File: config.mk
export PLATFORM = sky130hd
export DESIGN_NAME = flood_duplicate_filter_unit
export DESIGN_NICKNAME = d
export VERILOG_FILES = /design/src/rtl/fdf_pkg.sv /design/src/rtl/flood_duplicate_filter_unit.sv /design/src/rtl/fdf_cfg_regs.sv /design/src/rtl/fdf_ctrl.sv /design/src/rtl/fdf_datapath.sv
export SDC_FILE = /design/constraint.sdc
export NUM_CORES = 2
export LEC_CHECK = 0
export BUFFER_PORTS_ARGS = -buffer_cell sky130_fd_sc_hd__buf_2
export CAP_MARGIN = 20
export CELL_PAD_IN_SITES_DETAIL_PLACEMENT = 1
export CELL_PAD_IN_SITES_GLOBAL_PLACEMENT = 1
export CORE_UTILIZATION = 53
export DETAILED_ROUTE_END_ITERATION = 7
export GPL_TIMING_DRIVEN = 0
export PLACE_DENSITY_LB_ADDON = 0.1
export SETUP_SLACK_MARGIN = 0.3
export SLEW_MARGIN = 20
export SYNTH_ARGS = -nofsm -noshare
export SYNTH_HDL_FRONTEND = slang
export SYNTH_SLANG_ARGS = --single-unit
export TNS_END_PERCENT = 50
File: constraint.sdc
create_clock -name clk -period 20.8 [get_ports clk]
set_input_delay 2.08 -clock clk [delete_from_list [all_inputs] [get_ports clk]]
set_output_delay 2.08 -clock clk [all_outputs]
set_load 0.02 [all_outputs]
File: src/rtl/fdf_pkg.sv
`timescale 1ns / 1ps

package fdf_pkg;

	// Configuration register indexes.
	localparam logic [1:0] REG_OWN_NODE_ID = 2'd0;
	localparam logic [1:0] REG_ENTRY_LIFETIME = 2'd1;
	localparam logic [1:0] REG_CAPACITY = 2'd2;

	localparam logic [31:0] OWN_NODE_ID_RESET = 32'd0;
	localparam logic [31:0] ENTRY_LIFETIME_RESET = 32'd30000;
	localparam logic [4:0] CAPACITY_RESET = 5'd16;

	typedef struct packed {
		logic        header_valid;
		logic [31:0] src_node;
		logic [31:0] msg_num;
		logic [7:0]  frag_num;
		logic [7:0]  ttl_in;
		logic [7:0]  hops_in;
		logic [31:0] time_ms;
	} item_t;

	typedef struct packed {
		logic       is_duplicate;
		logic       deliver;
		logic       relay;
		logic [7:0] ttl_out;
		logic [7:0] hops_out;
	} result_t;

	typedef struct packed {
		logic [31:0] own_node_id;
		logic [31:0] entry_lifetime_ms;
		logic [4:0]  capacity_in_use;
	} cfg_t;

	typedef enum logic [1:0] {
		ST_IDLE,
		ST_CHECK,
		ST_UPDATE
	} state_t;

	typedef struct packed {
		logic load;
		logic check;
		logic update;
	} cmd_t;

endpackage

File: src/rtl/flood_duplicate_filter_unit.sv
`timescale 1ns / 1ps

// Duplicate filter for a flooding mesh. A packet header is taken when start is
// high and busy is low. The next cycle compares the header against every
// cache entry in parallel (expiry and identity), the cycle after that updates
// the cache, and the result word appears on result with done high for exactly
// one cycle right after it. The receiver cannot stall: sample result whenever
// done is high. Busy is high only in the compare cycle, so with start held a
// new header is taken in each update step, while the cache is written for the
// header before it. The cache lives in flip-flops and is empty straight
// after reset; no clearing pass is needed. Configuration writes are always
// ready and must be issued only while no header is in flight.
module flood_duplicate_filter_unit #(
	parameter int CACHE_DEPTH = 16
) (
	input  logic             clk,
	input  logic             arst_n,
	input  logic             start,
	output logic             busy,
	input  fdf_pkg::item_t   item,
	output logic             done,
	output fdf_pkg::result_t result,
	input  logic             cfg_valid,
	output logic             cfg_ready,
	input  logic [1:0]       cfg_index,
	input  logic [31:0]      cfg_data
);

	fdf_pkg::cfg_t cfg;
	fdf_pkg::cmd_t cmd;

	fdf_cfg_regs u_cfg (
		.clk       (clk),
		.arst_n    (arst_n),
		.cfg_valid (cfg_valid),
		.cfg_ready (cfg_ready),
		.cfg_index (cfg_index),
		.cfg_data  (cfg_data),
		.cfg       (cfg)
	);

	fdf_ctrl u_ctrl (
		.clk    (clk),
		.arst_n (arst_n),
		.start  (start),
		.busy   (busy),
		.cmd    (cmd)
	);

	fdf_datapath #(
		.CACHE_DEPTH (CACHE_DEPTH)
	) u_datapath (
		.clk    (clk),
		.arst_n (arst_n),
		.cmd    (cmd),
		.cfg    (cfg),
		.item   (item),
		.result (result),
		.done   (done)
	);

endmodule

File: src/rtl/fdf_cfg_regs.sv
`timescale 1ns / 1ps

module fdf_cfg_regs (
	input  logic              clk,
	input  logic              arst_n,
	input  logic              cfg_valid,
	output logic              cfg_ready,
	input  logic [1:0]        cfg_index,
	input  logic [31:0]       cfg_data,
	output fdf_pkg::cfg_t     cfg
);

	fdf_pkg::cfg_t cfg_q;

	assign cfg_ready = 1'b1;
	assign cfg = cfg_q;

	always_ff @(posedge clk or negedge arst_n) begin
		if (!arst_n) begin
			cfg_q.own_node_id <= fdf_pkg::OWN_NODE_ID_RESET;
			cfg_q.entry_lifetime_ms <= fdf_pkg::ENTRY_LIFETIME_RESET;
			cfg_q.capacity_in_use <= fdf_pkg::CAPACITY_RESET;
		end else if (cfg_valid && cfg_ready) begin
			unique case (cfg_index)
				fdf_pkg::REG_OWN_NODE_ID: begin
					cfg_q.own_node_id <= cfg_data;
				end
				fdf_pkg::REG_ENTRY_LIFETIME: begin
					cfg_q.entry_lifetime_ms <= cfg_data;
				end
				fdf_pkg::REG_CAPACITY: begin
					cfg_q.capacity_in_use <= cfg_data[4:0];
				end
				default: begin
					// Writes to unknown indexes are dropped.
				end
			endcase
		end
	end

endmodule

File: src/rtl/fdf_ctrl.sv
`timescale 1ns / 1ps

module fdf_ctrl (
	input  logic          clk,
	input  logic          arst_n,
	input  logic          start,
	output logic          busy,
	output fdf_pkg::cmd_t cmd
);

	fdf_pkg::state_t state_q;
	fdf_pkg::state_t state_d;

	always_ff @(posedge clk or negedge arst_n) begin
		if (!arst_n) begin
			state_q <= fdf_pkg::ST_IDLE;
		end else begin
			state_q <= state_d;
		end
	end

	always_comb begin
		state_d = state_q;
		busy = 1'b0;
		cmd = '0;
		unique case (state_q)
			fdf_pkg::ST_IDLE: begin
				if (start) begin
					cmd.load = 1'b1;
					state_d = fdf_pkg::ST_CHECK;
				end
			end
			fdf_pkg::ST_CHECK: begin
				busy = 1'b1;
				cmd.check = 1'b1;
				state_d = fdf_pkg::ST_UPDATE;
			end
			fdf_pkg::ST_UPDATE: begin
				// The cache is written at the end of this cycle, so the next
				// word can already be captured here.
				cmd.update = 1'b1;
				if (start) begin
					cmd.load = 1'b1;
					state_d = fdf_pkg::ST_CHECK;
				end else begin
					state_d = fdf_pkg::ST_IDLE;
				end
			end
			default: begin
				state_d = fdf_pkg::ST_IDLE;
			end
		endcase
	end

endmodule

File: src/rtl/fdf_datapath.sv
`timescale 1ns / 1ps

module fdf_datapath #(
	parameter int CACHE_DEPTH = 16
) (
	input  logic             clk,
	input  logic             arst_n,
	input  fdf_pkg::cmd_t    cmd,
	input  fdf_pkg::cfg_t    cfg,
	input  fdf_pkg::item_t   item,
	output fdf_pkg::result_t result,
	output logic             done
);

	localparam int CNT_W = $clog2(CACHE_DEPTH + 1);

	// Slot 0 holds the newest entry; age grows with the index.
	logic [CACHE_DEPTH-1:0] slot_valid_q;
	logic [31:0]            slot_source_q [CACHE_DEPTH];
	logic [31:0]            slot_message_q [CACHE_DEPTH];
	logic [7:0]             slot_fragment_q [CACHE_DEPTH];
	logic [31:0]            slot_expiry_q [CACHE_DEPTH];

	fdf_pkg::item_t   item_q;
	fdf_pkg::result_t result_q;
	logic             done_q;

	logic [CACHE_DEPTH-1:0] survive_s1;
	logic                   match_s1;
	logic                   skip_s1;

	logic [CACHE_DEPTH-1:0] survive_d;
	logic [CACHE_DEPTH-1:0] hit_d;
	logic [31:0]            diff_d [CACHE_DEPTH];

	logic [CNT_W-1:0]       count_d;
	logic [CNT_W-1:0]       cap_eff_d;
	logic [CACHE_DEPTH-1:0] oldest_d;
	logic [CACHE_DEPTH-1:0] kept_d;
	logic [CACHE_DEPTH-1:0] shift_d;
	logic                   seen_d;
	logic                   evict_d;
	logic                   insert_d;
	logic                   relay_d;

	assign result = result_q;
	assign done = done_q;

	// Compare stage: expiry test and identity match on every slot at once.
	always_comb begin
		for (int i = 0; i < CACHE_DEPTH; i++) begin
			diff_d[i] = item_q.time_ms - slot_expiry_q[i];
			// Still alive while now - expiry is negative as a signed value.
			survive_d[i] = slot_valid_q[i] & diff_d[i][31];
			hit_d[i] = survive_d[i] &&
				slot_source_q[i] == item_q.src_node &&
				slot_message_q[i] == item_q.msg_num &&
				slot_fragment_q[i] == item_q.frag_num;
		end
	end

	// Update stage: occupancy, eviction of the oldest survivor and insertion.
	always_comb begin
		count_d = '0;
		for (int i = 0; i < CACHE_DEPTH; i++) begin
			count_d = count_d + CNT_W'(survive_s1[i]);
		end

		if (cfg.capacity_in_use == 5'd0) begin
			cap_eff_d = CNT_W'(1);
		end else if (32'(cfg.capacity_in_use) > 32'(CACHE_DEPTH)) begin
			cap_eff_d = CNT_W'(CACHE_DEPTH);
		end else begin
			cap_eff_d = CNT_W'(cfg.capacity_in_use);
		end

		seen_d = 1'b0;
		for (int i = CACHE_DEPTH - 1; i >= 0; i--) begin
			oldest_d[i] = survive_s1[i] & ~seen_d;
			seen_d = seen_d | survive_s1[i];
		end

		insert_d = ~skip_s1 & ~match_s1;
		evict_d = insert_d && (count_d >= cap_eff_d);
		kept_d = survive_s1 & ~(oldest_d & {CACHE_DEPTH{evict_d}});

		// A slot moves up by one when every newer slot is occupied, so the
		// shift stops at the first free slot and nothing valid is lost.
		shift_d[0] = 1'b1;
		for (int i = 1; i < CACHE_DEPTH; i++) begin
			shift_d[i] = shift_d[i-1] & kept_d[i-1];
		end

		relay_d = insert_d && (item_q.ttl_in != 8'd0);
	end

	always_ff @(posedge clk or negedge arst_n) begin
		if (!arst_n) begin
			slot_valid_q <= '0;
			done_q <= 1'b0;
		end else begin
			done_q <= cmd.update;
			if (cmd.update && !skip_s1) begin
				if (insert_d) begin
					for (int i = 0; i < CACHE_DEPTH; i++) begin
						slot_valid_q[i] <= shift_d[i] ? 1'b1 : kept_d[i];
					end
				end else begin
					slot_valid_q <= survive_s1;
				end
			end
		end
	end

	always_ff @(posedge clk) begin
		if (cmd.load) begin
			item_q <= item;
		end
		if (cmd.check) begin
			survive_s1 <= survive_d;
			match_s1 <= |hit_d;
			skip_s1 <= ~item_q.header_valid ||
				item_q.src_node == cfg.own_node_id;
		end
		if (cmd.update) begin
			if (insert_d) begin
				slot_source_q[0] <= item_q.src_node;
				slot_message_q[0] <= item_q.msg_num;
				slot_fragment_q[0] <= item_q.frag_num;
				slot_expiry_q[0] <= item_q.time_ms + cfg.entry_lifetime_ms;
				for (int i = 1; i < CACHE_DEPTH; i++) begin
					if (shift_d[i]) begin
						slot_source_q[i] <= slot_source_q[i-1];
						slot_message_q[i] <= slot_message_q[i-1];
						slot_fragment_q[i] <= slot_fragment_q[i-1];
						slot_expiry_q[i] <= slot_expiry_q[i-1];
					end
				end
			end
			result_q.is_duplicate <= ~skip_s1 & match_s1;
			result_q.deliver <= insert_d;
			result_q.relay <= relay_d;
			result_q.ttl_out <= relay_d ? item_q.ttl_in - 8'd1 : 8'd0;
			result_q.hops_out <= relay_d ? item_q.hops_in + 8'd1 : 8'd0;
		end
	end

endmodule
# Yosys cells after proc, flatten, opt, wreduce, memory -nomap -nowiden
# Memories as Yosys holds them, arrays and structs flattened.
# Index checks and enable logic that the tools add are counted.
[word_totals]
regBits = 246
ramBits = 1664
input_bits = 159
output_inout_bits = 22
word_cells = 347
n_memories = 4
[classes]
n_addsub = 34
order_cmp = 2
n_eq_ne = 54
muxes = 88
bitwise_logic = 82
n_reduce_logical = 62
[mem_list]
columns = ["memory", "depth", "word_bits", "read_ports", "rd_ports_with_merged_regs", "write_ports", "line_no", "text"]
rows = [
  ["u_datapath.slot_expiry_q", 16, 32, 16, 0, 16, "fdf_datapath.sv:22", "logic [31:0] slot_expiry_q [CACHE_DEPTH];"],
  ["u_datapath.slot_message_q", 16, 32, 16, 0, 16, "fdf_datapath.sv:20", "logic [31:0] slot_message_q [CACHE_DEPTH];"],
  ["u_datapath.slot_source_q", 16, 32, 16, 0, 16, "fdf_datapath.sv:19", "logic [31:0] slot_source_q [CACHE_DEPTH];"],
  ["u_datapath.slot_fragment_q", 16, 8, 16, 0, 16, "fdf_datapath.sv:21", "logic [7:0] slot_fragment_q [CACHE_DEPTH];"],
]
[ops]
columns = ["operator", "count"]
rows = [
  ["$eq A32 B32 Y1", 33],
  ["$sub A32 B32 Y32", 16],
  ["$eq A8 B8 Y1", 16],
  ["$mux W1", 83],
  ["$add A5 B1 Y5", 14],
  ["$logic_and A1 B1 Y1", 51],
  ["$and A1 B1 Y1", 47],
  ["$add A32 B32 Y32", 1],
  ["$and A16 B16 Y16", 2],
  ["$not A1 Y1", 18],
  ["$mux W16", 1],
  ["$not A16 Y16", 1],
  ["$reduce_or A16 Y1", 1],
  ["$or A1 B1 Y1", 14],
  ["$mux W5", 2],
  ["$add A8 B1 Y8 const B", 1],
  ["$reduce_bool A8 Y1", 1],
  ["$sub A8 B1 Y8 const B", 1],
  ["$pmux W2 S3", 1],
  ["$reduce_and A2 Y1", 3],
  ["$ge A5 B5 Y1", 1],
  ["$gt A5 B5 Y1 const B", 1],
  ["$logic_not A5 Y1", 1],
  ["$eq A2 B1 Y1 const B", 2],
  ["other kinds (8)", 10],
]

# Depth between registers and ports, before layout
[depth]
ltp_word = 38
ltp_mapped = 22
depth_no_buf = 22

# Modules after synthesis
# A second synthesis with hierarchy kept.
[hier_totals]
cells_unflattened = 5946
area_unflattened_um2 = 86918.4
[modules_own_cells]
columns = ["module", "n_inst", "cells_each", "area_each_um2", "seq_area_each_um2"]
rows = [
  ["fdf_datapath", 1, 5789, 84202.0, 55137.9],
  ["fdf_cfg_regs", 1, 149, 2626.3, 1736.7],
  ["fdf_ctrl", 1, 8, 90.1, 50.0],
]

# Least setup slack after synthesis
# OpenSTA, ideal clock, no wires.
[synth_timing]
kind = "register -> register"
start = "reg u_datapath.survive_s1[0]"
end = "mem u_datapath.slot_expiry_q[15][0] (netlist: u_datapath.slot_expiry_q[7][32]) (enable)"
arrival_ns = 16.555
slack_ns = 3.423
path_stages_with_launch = 21
n_path_buf = 0
synth_period_minus_slack_ns = 17.377
cell_sequence = "edfxtp_1 -> ha_1 -> inv_1 -> fa_1 -> fa_1 -> fa_1 -> fa_1 -> fa_1 -> fa_1 -> inv_1 -> ha_1 -> a21o_1 -> a21o_1 -> a21o_1 -> a21o_1 -> nand4_1 -> nor3b_2 -> nand2_1 -> inv_2 -> nand2_2 -> nor4_1"
[synth_rtl]
columns = ["item", "line_no", "text"]
rows = [
  ["from (decl)", "fdf_datapath.sv:28", "logic [CACHE_DEPTH-1:0] survive_s1;"],
  ["from (signal assigned)", "fdf_datapath.sv:120", "survive_s1 <= survive_d;"],
  ["to (decl)", "fdf_datapath.sv:22", ""],
]

==> impl_metrics.json <==
{
  "status": "finished, final reports clean",
  "grt_max_degree": 73,
  "p_per_area_nw_per_um2": 87.6,
  "placementRows": 148,
  "portBuffers": 179,
  "synth_compound_area_share_pct": 4.37,
  "synth_top_family_by_area": "XOR/XNOR gates",
  "grt-ovfl-total": 0,
  "synth_top_area_cell": "edfxtp_1",
  "synthXorXnorAreaFrac_pct": 12.5,
  "crit_type": "reg -> reg",
  "synth_area_leaders": "edfxtp_1, xnor2_1, ha_1",
  "cts_hold_buf": 0,
  "hold_viol": 0,
  "cts_setup_buffers": 0,
  "num_vias": 52400,
  "cp_data_required_time_ns": 21.33,
  "final_antenna_net_count": 0,
  "cts_htree_levels": 4,
  "max_slew_margin_pct": 15.5,
  "clock_skew_ns": 0.0314,
  "dieArea_um2": 166000,
  "ir_drop_mv": 0.0985,
  "hp-class": "reg -> reg",
  "synth_mux_area_share_pct": 0.918,
  "drt_iter0_drc": 6037,
  "cts_tree": "built",
  "worstPathArrival_ns": 9.66,
  "drcViolationCount": 0,
  "cp_max_fo": 34,
  "ys_ff_latch": 1910,
  "end_kind": "flop",
  "cts-root-buf": "clkbuf_16",
  "holdWs_ns": 0.428,
  "finalSetupViolations": 0,
  "startpoint_type": "flop",
  "n_fill_cell": 15100,
  "multiInputGateArea_um2": 27400,
  "ys_seq_area_share_pct": 65.5,
  "cts_resized": 0,
  "seq_area_um2": 56900,
  "syn2layout_area_growth_pct": 13.9,
  "syn_area_um2": 86900,
  "slew_viol_final": 0,
  "setup_ws_ns": 11.68,
  "layout-drive-gt1-share_pct": 12.9,
  "syn_area_per_cell_um2": 14.7,
  "synth_ff_type": "edfxtp_1",
  "die_h_um": 407,
  "io_pins": 181,
  "clockBufferDepth": 3,
  "routabilityCongestion": 1.02,
  "core-area_um2": 163000,
  "max_freq_ghz": 0.110,
  "synth-simple-area-share_pct": 5.69,
  "p_leak_nw": 36.5,
  "via_per_inst": 5.96,
  "firstDrtPassIters": 6,
  "synthArstFlopShare_pct": 4.61,
  "synthAdderAreaFrac_pct": 7.82,
  "dp_hpwl_um": 225000,
  "synth-edff-count": 1822,
  "grt_antenna_before_repair": 18,
  "grt_pass1_vias": 53900,
  "worst_pin_slew_ns": 1.27,
  "pre_cts_ws_ns": 11.75,
  "grt_usage_pct": 34.1,
  "rsz0062_at_grt": "no",
  "routed_wl_um": 280000,
  "synth_nets": 6623,
  "yosys_warnings": 0,
  "layout_min_cycle_time_ns": 9.12,
  "fin_crit_sh_pct": 43.9,
  "cts.reportedPaths.clkPinSlew_ns": 0.06,
  "die_w_um": 407,
  "cts_buffers": 201,
  "synth_top_area_share_pct": 62.9,
  "clkLatencyLatePin_ns": 0.87,
  "ys_types": 81,
  "grt_pass1_wl_um": 390000,
  "clock-sinks": 1910,
  "finalNetCount": 7140,
  "syn_inst": 5929,
  "maxCapViolCount": 0,
  "p_total_mw": 8.67,
  "start_util_pct": 53.4,
  "wire_per_inst_um": 31.9
}
-- worst max-delay path: stages, from the launching register on --
cell and delay [ns]:
edfxtp_1 0.44, ha_1 0.32, inv_1 0.05, fa_1 0.55
fa_1 0.53, fa_1 0.52, fa_1 0.58, fa_1 0.49
fa_1 0.50, inv_1 0.07, ha_1 0.29, a21o_1 0.16
a21o_1 0.17, a21o_1 0.18, a21o_1 0.30, nand4_1 0.30
nor3b_2 0.39, nand2_1 0.29, inv_6 0.37, nand2_2 0.33
nor4_2 0.31, buf_2 0.27, buf_4 0.21, buf_2 0.21
buf_4 0.20, buf_2 0.23, buf_2 0.25, buf_2 0.26
-- logic make-up after synthesis --
| kind of cell | after synthesis |
|---|---|
| adders and majority gates | 537 |
| muxes | 71 |
| AOI/OAI and AO/OA | 579 |
| other | 1 |
| and+or+nand+nor | 876 |
| buffers and inverters | 711 |
| DFF | 1910 |
| xor gates and xnor gates | 1244 |
-- cell usage after synthesis, drive strengths merged (9+ instances only) --
master / instances
edfxtp: 1822
xnor2: 752
inv: 550
ha: 524
xor2: 492
nand4: 274
nor4: 182
a21oi: 164
a21o: 119
o21ai: 116
nor2: 111
buf: 89
nand2: 88
dfrtp: 80
clkbuf: 72
mux2: 70
nand3: 55
nor3: 42
nor2b: 34
a211oi: 33
nand2b: 25
o21a: 21
o211ai: 19
and3: 16
a221oi: 15
a31oi: 15
a2111oi: 11
and2: 11
fa: 11
and4: 9
-- power breakdown --
group	switching, mW	internal [mW]	total, mW
registers	0.0693	4.24	4.31
clock network	1.55	2.00	3.54
logic	0.509	0.307	0.816
total	2.13	6.55	8.67
-- cells in the final DEF, fill, tap and decap left out, drive strengths merged, types with 116 or more instances in the layout --
cell / n
o21ai: 116
nand4: 274
xnor2: 752
clkbuf: 312
a21o: 119
edfxtp: 1822
a21oi: 164
xor2: 492
ha: 524
inv: 556
buf: 403
nor4: 182
-- path summary, 6_finish.rpt --
kind	start	to	slack, ns	cells past startpoint
worst max-delay path	u_datapath.survive_s1[0]	u_datapath.slot_message_q[1][236]	11.68	27
worst min-delay path	u_datapath.slot_expiry_q[4][30]	u_datapath.slot_expiry_q[4][62]	0.43	0
worst min register to register	u_datapath.slot_expiry_q[4][30]	u_datapath.slot_expiry_q[4][62]	0.43	0
worst max register to register	u_datapath.survive_s1[0]	u_datapath.slot_message_q[1][236]	11.68	27
max in group asynchronous	arst_n	u_ctrl.state_q[1]	19.01	2
min in group asynchronous	arst_n	u_cfg.cfg[5]	1.08	1
-- routing by layer --
layer / routed length (um) / vias up / part of all wire (%) / track usage [%]
met1: 116000 / 26800 / 42 / 46.8
li1: - / 22800 / - / -
met2: 127000 / 2294 / 45 / 52.7
met5: 57 / - / 0.020 / 0
met3: 21200 / 557 / 7.6 / 5.29
met4: 15900 / 10 / 5.7 / 17.5
-- metrics by stage --
stage                     std cells  util, %  instance area [um2]  TNS [ns]
after floorplan                5929        -                86900         0
after global placement         8283     55.6                90600   -526.09
after detailed placement       8402     56.7                92300         0
after CTS                      8779     60.7                98800         0
after global routing           8799     60.8                99000         0
final                          8802     60.8                99000         0
-- cell type report --
cell class	count	share of cell area, %
Sequential cell	1910	57.5
Antenna cell	7	0.0177
Multi-Input combinational cell	3308	27.7
Timing Repair Buffer	314	2.74
Inverter	550	2.09
Buffer	161	0.757
Clock inverter	137	1.17
Clock buffer	240	5.33
Tap cell	2175	2.75
-- state kept, by name, summed over array words and instances, names as in the netlist --
name                        flops
u_datapath.survive_s1          16
u_datapath.skip_s1              1
u_datapath.slot_valid_q        16
u_datapath.slot_message_q     512
u_ctrl.state_q                  2
u_datapath.item_q             121
u_cfg.cfg                      69
u_datapath.done                 1
u_datapath.slot_fragment_q    128
u_datapath.match_s1             1
u_datapath.slot_source_q      512
u_datapath.result              19
u_datapath.slot_expiry_q      512
Note: power is estimated with default switching activity, not from simulation.
